===== src/gf131_pkg.sv =====
package gf131_pkg;

	localparam int FieldDegree = 131;
	localparam int WideWidth = FieldDegree + 1;

	localparam logic [WideWidth-1:0] FieldPoly =
		(WideWidth'(1) << FieldDegree) | (WideWidth'(1) << 13) | WideWidth'(7);

	localparam logic [1:0] ModeAdd = 2'd0;
	localparam logic [1:0] ModeMul = 2'd1;
	localparam logic [1:0] ModeInv = 2'd2;

	typedef struct packed {
		logic [1:0]  mode;
		logic [63:0] a_word0;
		logic [63:0] a_word1;
		logic [2:0]  a_top;
		logic [63:0] b_word0;
		logic [63:0] b_word1;
		logic [2:0]  b_top;
	} operand_t;

	typedef struct packed {
		logic [63:0] r_word0;
		logic [63:0] r_word1;
		logic [2:0]  r_top;
		logic        zero_inverse;
	} result_t;

	typedef struct packed {
		logic load;
		logic mul_step;
		logic inv_step;
		logic inv_fin;
	} gf131_cmd_t;

	typedef struct packed {
		logic inv_done;
		logic a_zero;
	} gf131_stat_t;

	typedef enum logic [1:0] {
		ST_IDLE,
		ST_MUL,
		ST_INV,
		ST_DONE
	} gf131_state_t;

endpackage


===== src/gf2_131_field_alu.sv =====
// GF(2^131) arithmetic unit, reduction polynomial x^131 + x^13 + x^2 + x + 1. A word is taken
// when start is high and busy is low; its result appears for one cycle with done high and
// must be captured then. Add, reserved codes and inversion of zero go from idle straight to
// the done state; multiply makes one bit-serial shift-and-add step per cycle, one per bit of
// the operand, and any other inverse makes one step of the binary Euclid loop per cycle and
// then a final step. Inverting zero returns 1 with zero_inverse.
module gf2_131_field_alu
	import gf131_pkg::*;
(
	input  logic     clk,
	input  logic     arst_n,
	input  logic     start,
	input  operand_t operand,
	output logic     busy,
	output logic     done,
	output result_t  result
);

	gf131_cmd_t  cmd;
	gf131_stat_t stat;

	gf131_ctrl u_ctrl (
		.clk    (clk),
		.arst_n (arst_n),
		.start  (start),
		.mode   (operand.mode),
		.stat   (stat),
		.cmd    (cmd),
		.busy   (busy),
		.done   (done)
	);

	gf131_datapath u_dp (
		.clk     (clk),
		.operand (operand),
		.cmd     (cmd),
		.stat    (stat),
		.result  (result)
	);

`ifndef NO_ASSERTIONS
	a_done_busy: assert property (@(posedge clk) disable iff (!arst_n) done |-> busy)
		else $error("done without busy");
	a_start_busy: assert property (@(posedge clk) disable iff (!arst_n)
		(start && !busy) |=> busy)
		else $error("accepted word did not raise busy");
	a_done_once: assert property (@(posedge clk) disable iff (!arst_n) done |=> !done)
		else $error("result strobed twice");
	a_zero_inv: assert property (@(posedge clk) disable iff (!arst_n)
		(done && result.zero_inverse) |-> (result.r_word0 == 64'd1 &&
		result.r_word1 == 64'd0 && result.r_top == 3'd0))
		else $error("zero inverse result is not one");
`endif

endmodule


===== src/gf131_datapath.sv =====
module gf131_datapath
	import gf131_pkg::*;
(
	input  logic        clk,
	input  operand_t    operand,
	input  gf131_cmd_t  cmd,
	output gf131_stat_t stat,
	output result_t     result
);

	logic [WideWidth-1:0]   u_q, v_q;
	logic [FieldDegree-1:0] g1_q, g2_q;
	logic                   zflag_q;
	logic [FieldDegree-1:0] a_el, b_el, g1_half, g2_half, acc_x;
	logic                   u_one, v_one, a_zero;

	function automatic logic [FieldDegree-1:0] halve(input logic [FieldDegree-1:0] g);
		logic [WideWidth-1:0] t;
		t = g[0] ? ({1'b0, g} ^ FieldPoly) : {1'b0, g};
		return t[WideWidth-1:1];
	endfunction

	assign a_el = {operand.a_top, operand.a_word1, operand.a_word0};
	assign b_el = {operand.b_top, operand.b_word1, operand.b_word0};
	assign a_zero = (a_el == '0);
	assign u_one = (u_q == WideWidth'(1));
	assign v_one = (v_q == WideWidth'(1));
	assign g1_half = halve(g1_q);
	assign g2_half = halve(g2_q);
	assign acc_x = {g1_q[FieldDegree-2:0], 1'b0} ^
		(g1_q[FieldDegree-1] ? FieldPoly[FieldDegree-1:0] : '0);

	assign stat.inv_done = u_one || v_one;
	assign stat.a_zero = a_zero;

	always_ff @(posedge clk) begin
		if (cmd.load) begin
			u_q <= {1'b0, a_el};
			zflag_q <= 1'b0;
			g2_q <= '0;
			case (operand.mode)
				ModeAdd: begin
					g1_q <= a_el ^ b_el;
					v_q <= {1'b0, b_el};
				end
				ModeMul: begin
					g1_q <= '0;
					v_q <= {1'b0, b_el};
				end
				ModeInv: begin
					g1_q <= FieldDegree'(1);
					v_q <= FieldPoly;
					zflag_q <= a_zero;
				end
				default: begin
					g1_q <= '0;
					v_q <= {1'b0, b_el};
				end
			endcase
		end else if (cmd.mul_step) begin
			u_q <= {u_q[WideWidth-2:0], 1'b0};
			g1_q <= acc_x ^ (u_q[FieldDegree-1] ? v_q[FieldDegree-1:0] : '0);
		end else if (cmd.inv_fin) begin
			if (!u_one) begin
				g1_q <= g2_q;
			end
		end else if (cmd.inv_step) begin
			if (!u_q[0]) begin
				u_q <= {1'b0, u_q[WideWidth-1:1]};
				g1_q <= g1_half;
			end else if (!v_q[0]) begin
				v_q <= {1'b0, v_q[WideWidth-1:1]};
				g2_q <= g2_half;
			end else if (u_q > v_q) begin
				u_q <= u_q ^ v_q;
				g1_q <= g1_q ^ g2_q;
			end else begin
				v_q <= v_q ^ u_q;
				g2_q <= g2_q ^ g1_q;
			end
		end
	end

	assign result.r_word0 = g1_q[63:0];
	assign result.r_word1 = g1_q[127:64];
	assign result.r_top = g1_q[FieldDegree-1:128];
	assign result.zero_inverse = zflag_q;

endmodule


===== src/gf131_ctrl.sv =====
module gf131_ctrl
	import gf131_pkg::*;
(
	input  logic        clk,
	input  logic        arst_n,
	input  logic        start,
	input  logic [1:0]  mode,
	input  gf131_stat_t stat,
	output gf131_cmd_t  cmd,
	output logic        busy,
	output logic        done
);

	gf131_state_t state_q, state_d;
	logic [7:0]   cnt_q;

	always_ff @(posedge clk or negedge arst_n) begin
		if (!arst_n) begin
			state_q <= ST_IDLE;
			cnt_q <= '0;
		end else begin
			state_q <= state_d;
			if (state_q == ST_IDLE) begin
				cnt_q <= 8'(FieldDegree - 1);
			end else if (state_q == ST_MUL) begin
				cnt_q <= cnt_q - 8'd1;
			end
		end
	end

	always_comb begin
		state_d = state_q;
		case (state_q)
			ST_IDLE: begin
				if (start) begin
					if (mode == ModeMul) begin
						state_d = ST_MUL;
					end else if (mode == ModeInv && !stat.a_zero) begin
						state_d = ST_INV;
					end else begin
						state_d = ST_DONE;
					end
				end
			end
			ST_MUL: begin
				if (cnt_q == 8'd0) begin
					state_d = ST_DONE;
				end
			end
			ST_INV: begin
				if (stat.inv_done) begin
					state_d = ST_DONE;
				end
			end
			ST_DONE: state_d = ST_IDLE;
			default: state_d = ST_IDLE;
		endcase
	end

	always_comb begin
		cmd = '0;
		busy = 1'b1;
		done = 1'b0;
		case (state_q)
			ST_IDLE: begin
				busy = 1'b0;
				cmd.load = start;
			end
			ST_MUL: cmd.mul_step = 1'b1;
			ST_INV: begin
				cmd.inv_step = !stat.inv_done;
				cmd.inv_fin = stat.inv_done;
			end
			ST_DONE: done = 1'b1;
			default: busy = 1'b1;
		endcase
	end

endmodule


===== config.mk =====
export PLATFORM = sky130hd
export DESIGN_NAME = gf2_131_field_alu
export DESIGN_NICKNAME = d
export VERILOG_FILES = /design/src/gf131_pkg.sv /design/src/gf2_131_field_alu.sv /design/src/gf131_datapath.sv /design/src/gf131_ctrl.sv
export SDC_FILE = /design/constraint.sdc
export NUM_CORES = 2
export LEC_CHECK = 0
export BUFFER_PORTS_ARGS = -buffer_cell sky130_fd_sc_hd__buf_2
export CAP_MARGIN = 20
export CORE_MARGIN = 2
export CORE_UTILIZATION = 40
export CTS_CLUSTER_DIAMETER = 80
export DETAILED_ROUTE_END_ITERATION = 10
export GPL_ROUTABILITY_DRIVEN = 0
export HOLD_SLACK_MARGIN = 0.12
export PLACE_DENSITY_LB_ADDON = 0.25
export REMOVE_ABC_BUFFERS = 1
export SYNTH_ARGS = -nofsm -noshare
export SYNTH_HDL_FRONTEND = slang
export SYNTH_SLANG_ARGS = --single-unit

===== constraint.sdc =====
create_clock -name clk -period 21.7 [get_ports clk]
set_clock_uncertainty 0.2 [all_clocks]
set_input_delay 3.255 -clock clk [delete_from_list [all_inputs] [get_ports clk]]
set_output_delay 3.255 -clock clk [all_outputs]
set_load 0.005 [all_outputs]

Word level (Yosys, flattened, before mapping) --
Index checks and enable logic that the tools add are counted.
Storage, ports and cells: flip-flop bits (word level) 537, word-level logic and storage cells 109
Cells by class: eq/ne operators 23, bitwise gates (word level) 9, multiplexer cells 43, add/subtract/negate cells 1, reductions and logical operators 22, $lt $le $gt $ge 1
Operator list (number):
- 2-to-1 mux 132 bit | 16
- 2-to-1 mux 131 bit | 12
- XOR 131 bit | 4
- == test 132 x 1 -> 1 bit, second input constant | 2
- one-hot mux 131 bit (2 select lines) | 1
- > comparator 132 bit | 1
- XOR 132 bit | 1
- logical NOT 131 bit | 1
- 2-to-1 mux 8 bit | 2
- AND reduction 4 bit | 4
- 2-to-1 mux 14 bit | 1
- != test 4 bit, second input constant | 3
- 2-to-1 mux 2 bit | 5
- != test 5 bit, second input constant | 2
- NOT 4 -> 5 bit | 2
- AND reduction 5 bit | 2
- != test 3 bit, second input constant | 3
- logical NOT 8 bit | 1
- != test 2 x 1 -> 1 bit, second input constant | 4
- one-hot mux 2 bit (4 select lines) | 1
- nonzero test 2 bit | 4
- subtractor 8 x 1 -> 8 bit, second input constant | 1
- == test 2 bit, second input constant | 3
- != test 2 bit, second input constant | 3
- other kinds (12) | 20

Depth between registers and ports, before layout --
depth in word-level cells 8, depth in mapped cells 16

By module --
A second synthesis with hierarchy kept.
Second synthesis, totals: cells, all modules 4429, area total of the unflattened synthesis 38229.2 um2
By module, submodules not included:
- gf131_datapath | times used 1, cells an instance 4366, area an instance 37622.3 um2
- gf131_ctrl | times used 1, cells an instance 63, area an instance 606.8 um2

Worst setup path before layout --
No wires, ideal clock.
path kind register to register, start register u_dp.v_q[0], end register u_dp.g1_q[0], enable pin, arrival time 11.821 ns, stages on the path, launching flop included 16, slack 8.877 ns, library setup time 0.802 ns, path buffers 7, path through edfxtp_1 > clkbuf_1 > inv_1 > clkbuf_1 > clkbuf_1 > clkbuf_1 > ha_1 > nand4_1 > nor3_1 > nand2_1 > o211a_1 > buf_4 > buf_6 > clkbuf_1 > nor3_1 > o21ai_0
Between the ends: longest elaborated chain between the ends 6
RTL lines:
- start: declaration | line gf131_datapath.sv:11 | logic [WideWidth-1:0] u_q, v_q;
- start signal: assignment | line gf131_datapath.sv:44 | v_q <= {1'b0, b_el};
- start signal: assignment | line gf131_datapath.sv:48 | v_q <= {1'b0, b_el};
- start signal: assignment | line gf131_datapath.sv:52 | v_q <= FieldPoly;
- parallel branches: the longest is 5 deep, another holds > comparator 132 bit
- AND reduction 4 bit (no source line) (*)
- end signal: assignment | line gf131_datapath.sv:65 | g1_q <= g2_q;
- end signal: assignment | line gf131_datapath.sv:70 | g1_q <= g1_half;
- end signal: assignment | line gf131_datapath.sv:76 | g1_q <= g1_q ^ g2_q;
- end: declaration | line gf131_datapath.sv:12 | logic [FieldDegree-1:0] g1_q, g2_q;
Mark *: on every way between the ends. A chain may end at the register's enable or synchronous reset.

Worst setup path after layout --
start input start, end register u_dp.u_q[24], data pin
Between the ends: longest elaborated chain between the ends 2
RTL lines:
- start: declaration | line gf2_131_field_alu.sv:12 | input logic start,
- 2-to-1 mux 1 bit | line gf131_ctrl.sv:64 | case (state_q)
- 2-to-1 mux 131 bit | line gf131_datapath.sv:37 | if (cmd.load) begin
- end signal: assignment | line gf131_datapath.sv:38 | u_q <= {1'b0, a_el};
- end signal: assignment | line gf131_datapath.sv:61 | u_q <= {u_q[WideWidth-2:0], 1'b0};
- end signal: assignment | line gf131_datapath.sv:69 | u_q <= {1'b0, u_q[WideWidth-1:1]};
- end: declaration | line gf131_datapath.sv:11
No other way between the ends.

==> insert_results.sql <==
INSERT INTO impl_metrics (metric_group, metric, value, unit) VALUES
('global_routing', 'grt.total_usage', '29.53', '%'),
('floorplanning', 'die_h', '321.4', 'um'),
('logic_synthesis', 'synth_simple_gate_area_share', '17.24', '%'),
('placement', 'post-place-ws', '14.31', 'ns'),
('logic_synthesis', 'synth_compound_area_share', '28.74', '%'),
('logic_synthesis', 'synth_top_area_cell', 'edfxtp_1', ''),
('logic_synthesis', 'ys_seq_elements', '537', ''),
('clock_tree', 'clock_tree.root_cell', 'clkbuf_16', ''),
('pwr', 'leakage', '16.68', 'nW'),
('worst_setup_path', 'worst_r2r_path_depth', '12', ''),
('logic_synthesis', 'yosys.area_share.adder', '4.377', '%'),
('placement', 'port_buffers', '400', ''),
('drt', 'vias_per_cell', '6.310', ''),
('placement', 'place_area', '0.04269', 'mm2'),
('sta', 'final.period_utilization', '31.55', '%'),
('logic_synthesis', 'area_share_of_the_largest_cell_type_after_synthesis', '29.43', '%'),
('global_routing', 'global_route.overflow_total', '0', ''),
('drt', 'drc_viols', '0', ''),
('floorplanning', 'num_io_pins', '401', ''),
('clock_tree', 'clk-insertion-delay-late', '0.65', 'ns'),
('run', 'maxCapViolCount', '0', ''),
('worst_setup_path', 'r2r_setup_slack', '15.04', 'ns'),
('cells_and_area', 'postLayoutCellArea', '0.04507', 'mm2'),
('worst_setup_path', 'critical_path_peak_fanout', '136', ''),
('floorplanning', 'die-area', '0.1033', 'mm2'),
('drt', 'detail_route.wirelength', '158300', 'um'),
('floorplanning', 'die_width', '321.4', 'um'),
('worst_setup_path', 'cp_data_required_time', '21.94', 'ns'),
('sta', 'layout_setup_ws', '14.85', 'ns'),
('cells_and_area', 'final_net_count', '5448', ''),
('sta', 'setup_viol', '0', ''),
('clock_tree', 'cts_post_setup_buffers_inserted', '0', ''),
('worst_setup_path', 'worst_setup_path_start_kind', 'input pin', ''),
('cells_and_area', 'area.growth.synth_to_final', '11.82', '%'),
('logic_synthesis', 'yosysUniqueCellTypes', '55', ''),
('global_routing', 'antenna_found_initial', '24', ''),
('worst_setup_path', 'cp-end-kind', 'flop', ''),
('sta', 'worst_slew_margin_rel', '19.09', '%'),
('sta', 'worstMarginPinSlew', '1.203', 'ns'),
('clock_tree', 'total_number_of_clock_tree_sinks', '537', ''),
('logic_synthesis', 'yosys-mux-area-fraction', '0.07450', '%'),
('drt', 'drt_pass1_iterations', '6', ''),
('logic_synthesis', 'synth.yosys.seq_area_share', '36.61', '%'),
('clock_tree', 'clk_transition_reported_paths', '0.06', 'ns'),
('logic_synthesis', 'synth_most_common_cell', 'a21oi_1', ''),
('clock_tree', 'cts_bufs_inserted', '70', ''),
('sta', 'drv_slew', '0', ''),
('worst_setup_path', 'cp.arrival', '7.08', 'ns'),
('sta', 'grt_setup_unrepaired', 'false', ''),
('sta', 'final_period_minus_worst_setup_slack', '6.845', 'ns'),
('pwr', 'cellPowerDensity', '193.5', 'mW/mm2'),
('worst_setup_path', 'timing.rr.start', 'u_dp.v_q[66]$_DFFE_PP_', ''),
('logic_synthesis', 'synth-edff-count', '395', ''),
('logic_synthesis', 'synth.top_cells.by_area', 'edfxtp_1, a21oi_1, dfxtp_1', ''),
('outcome', 'run_status', 'completed', ''),
('drt', 'drtAntennaViolNets', '0', ''),
('worst_setup_path', 'worstPathCellList', 'buf_2 > nand2_4 > inv_8 > nor2_1 > nand3_4 > buf_4 > o221ai_1', ''),
('global_routing', 'grt_pass1_vias', '36760', ''),
('drt', 'wire_per_inst', '24.72', 'um'),
('clock_tree', 'cts.htree.levels', '3', ''),
('clock_tree', 'cts.hold.buffers_added', '0', ''),
('logic_synthesis', 'synth-main-ff-cell', 'edfxtp_1', ''),
('worst_setup_path', 'max_stage_delay', '0.82', 'ns'),
('cells_and_area', 'share_of_final_layout_standard_cells_stronger_than_drive_strength_1', '11.05', '%'),
('logic_synthesis', 'main_combinational_cell_family_by_area_after_synthesis', 'compound AO/OA/AOI/OAI gates', ''),
('logic_synthesis', 'yosys-top-cells-count', 'a21oi_1, nand2_1, clkbuf_1, edfxtp_1, o21ai_0', ''),
('min_path', 'timing.hold.worst.class', 'reg2reg', ''),
('drt', 'drt_iter0_markers', '4847', ''),
('cells_and_area', 'post-route-util', '45.07', '%'),
('floorplanning', 'design.core.area', '0.1000', 'mm2'),
('logic_synthesis', 'syn-mean-instance-area', '8.124', 'um2');
registers in the layout, summed over array words and instances (netlist names):
signal,flops
u_dp.g1_q,131
u_dp.v_q,132
u_ctrl.state_q,2
u_ctrl.cnt_q,8
u_dp.g2_q,131
u_dp.zflag_q,1
u_dp.u_q,132
metal layers:
metal	wire length, um	vias to the layer above	GRT usage [%]
met5	163	-	0
met4	6717	24	12.20
met3	15870	286	6.586
met2	70040	1903	45.00
met1	65560	19570	40.29
li1	-	18640	-
worst max-delay path by stage:
stage / start / endpoint / slack, ns / depth (start not counted)
after floorplan: u_dp.v_q[0]$_DFFE_PP_ / u_dp.g1_q[0]$_DFFE_PP_ / -12.38 / 7
after global placement: start / u_dp.u_q[62]$_DFFE_PP_ / 14.37 / 6
after detailed placement: start / u_dp.u_q[59]$_DFFE_PP_ / 14.31 / 6
after CTS: start / u_dp.u_q[55]$_DFFE_PP_ / 14.98 / 6
after global routing: start / u_dp.u_q[37]$_DFFE_PP_ / 14.70 / 7
final: start / u_dp.u_q[24]$_DFFE_PP_ / 14.85 / 7
placed cells by master, fill, tap and decap left out, drive strengths merged, types with 9 or more instances in the layout:
cell type  synthesis  final
o21ai            300    300
a21o              14     14
o221ai           130    130
buf               44    450
diode              0     11
a31oi            134    134
edfxtp           395    395
nor4             110    110
nand3             26     26
nand3b           129    129
o311ai           131    131
dfrtp             10     10
nor3b            129    129
nand4             48     48
inv              280    283
dfxtp            132    132
a22o             130    130
nor3              13     13
xor2             139    139
ha               141    141
a221oi             9      9
o2bb2ai          128    128
nor2             283    283
nand2            692    692
clkbuf           399    112
o22ai            131    131
clkinv             0     12
a21oi            703    703
xnor2            135    135
cell type report:
| type | count | area (um2) |
|---|---|---|
| fillers | 9871 | 54930 |
| multi-input cells | 3701 | 22840 |
| flip-flops and latches | 537 | 14750 |
| repair buffers | 450 | 2510 |
| clock buffers | 112 | 2095 |
| well taps | 1298 | 1624 |
| inverters | 280 | 1066 |
| clock inverters | 17 | 150.1 |
| diodes | 11 | 27.53 |
power breakdown:
group / internal (W) / switching, W
Clock: 0.000686 / 0.000499
Combinational: 0.00188 / 0.00284
Sequential: 0.00201 / 0.000818
Total: 0.00457 / 0.00415
cell families (layout without fill, tap and decap cells):
family | count (synthesis) | after routing
AOI/OAI and AO/OA | 1830 | 1830
xor gates and xnor gates | 274 | 274
adders and majority gates | 141 | 141
buffers and inverters | 723 | 859
DFF | 537 | 537
muxes | 3 | 3
other | 0 | 11
and+or+nand+nor | 1453 | 1453
through the flow:
step / hold slack [ns] / std cells / total power (W)
global route: 0.3528 / 6399 / 0.009357
detailed placement: 0.3215 / 6262 / 0.007439
global placement: 0.3111 / 6261 / 0.007334
finish: 0.3401 / 6406 / 0.008720
floorplan: 0.2833 / 4518 / 0.006292
CTS: 0.3405 / 6391 / 0.008638
critical path, delay by kind of cell:
| family | cells | cell delay (ns) |
|---|---|---|
| buffers and inverters | 3 | 1.21 |
| and+or+nand+nor | 3 | 2.08 |
| AOI/OAI and AO/OA | 1 | 0.33 |
Power figures use the tool's default switching activity.
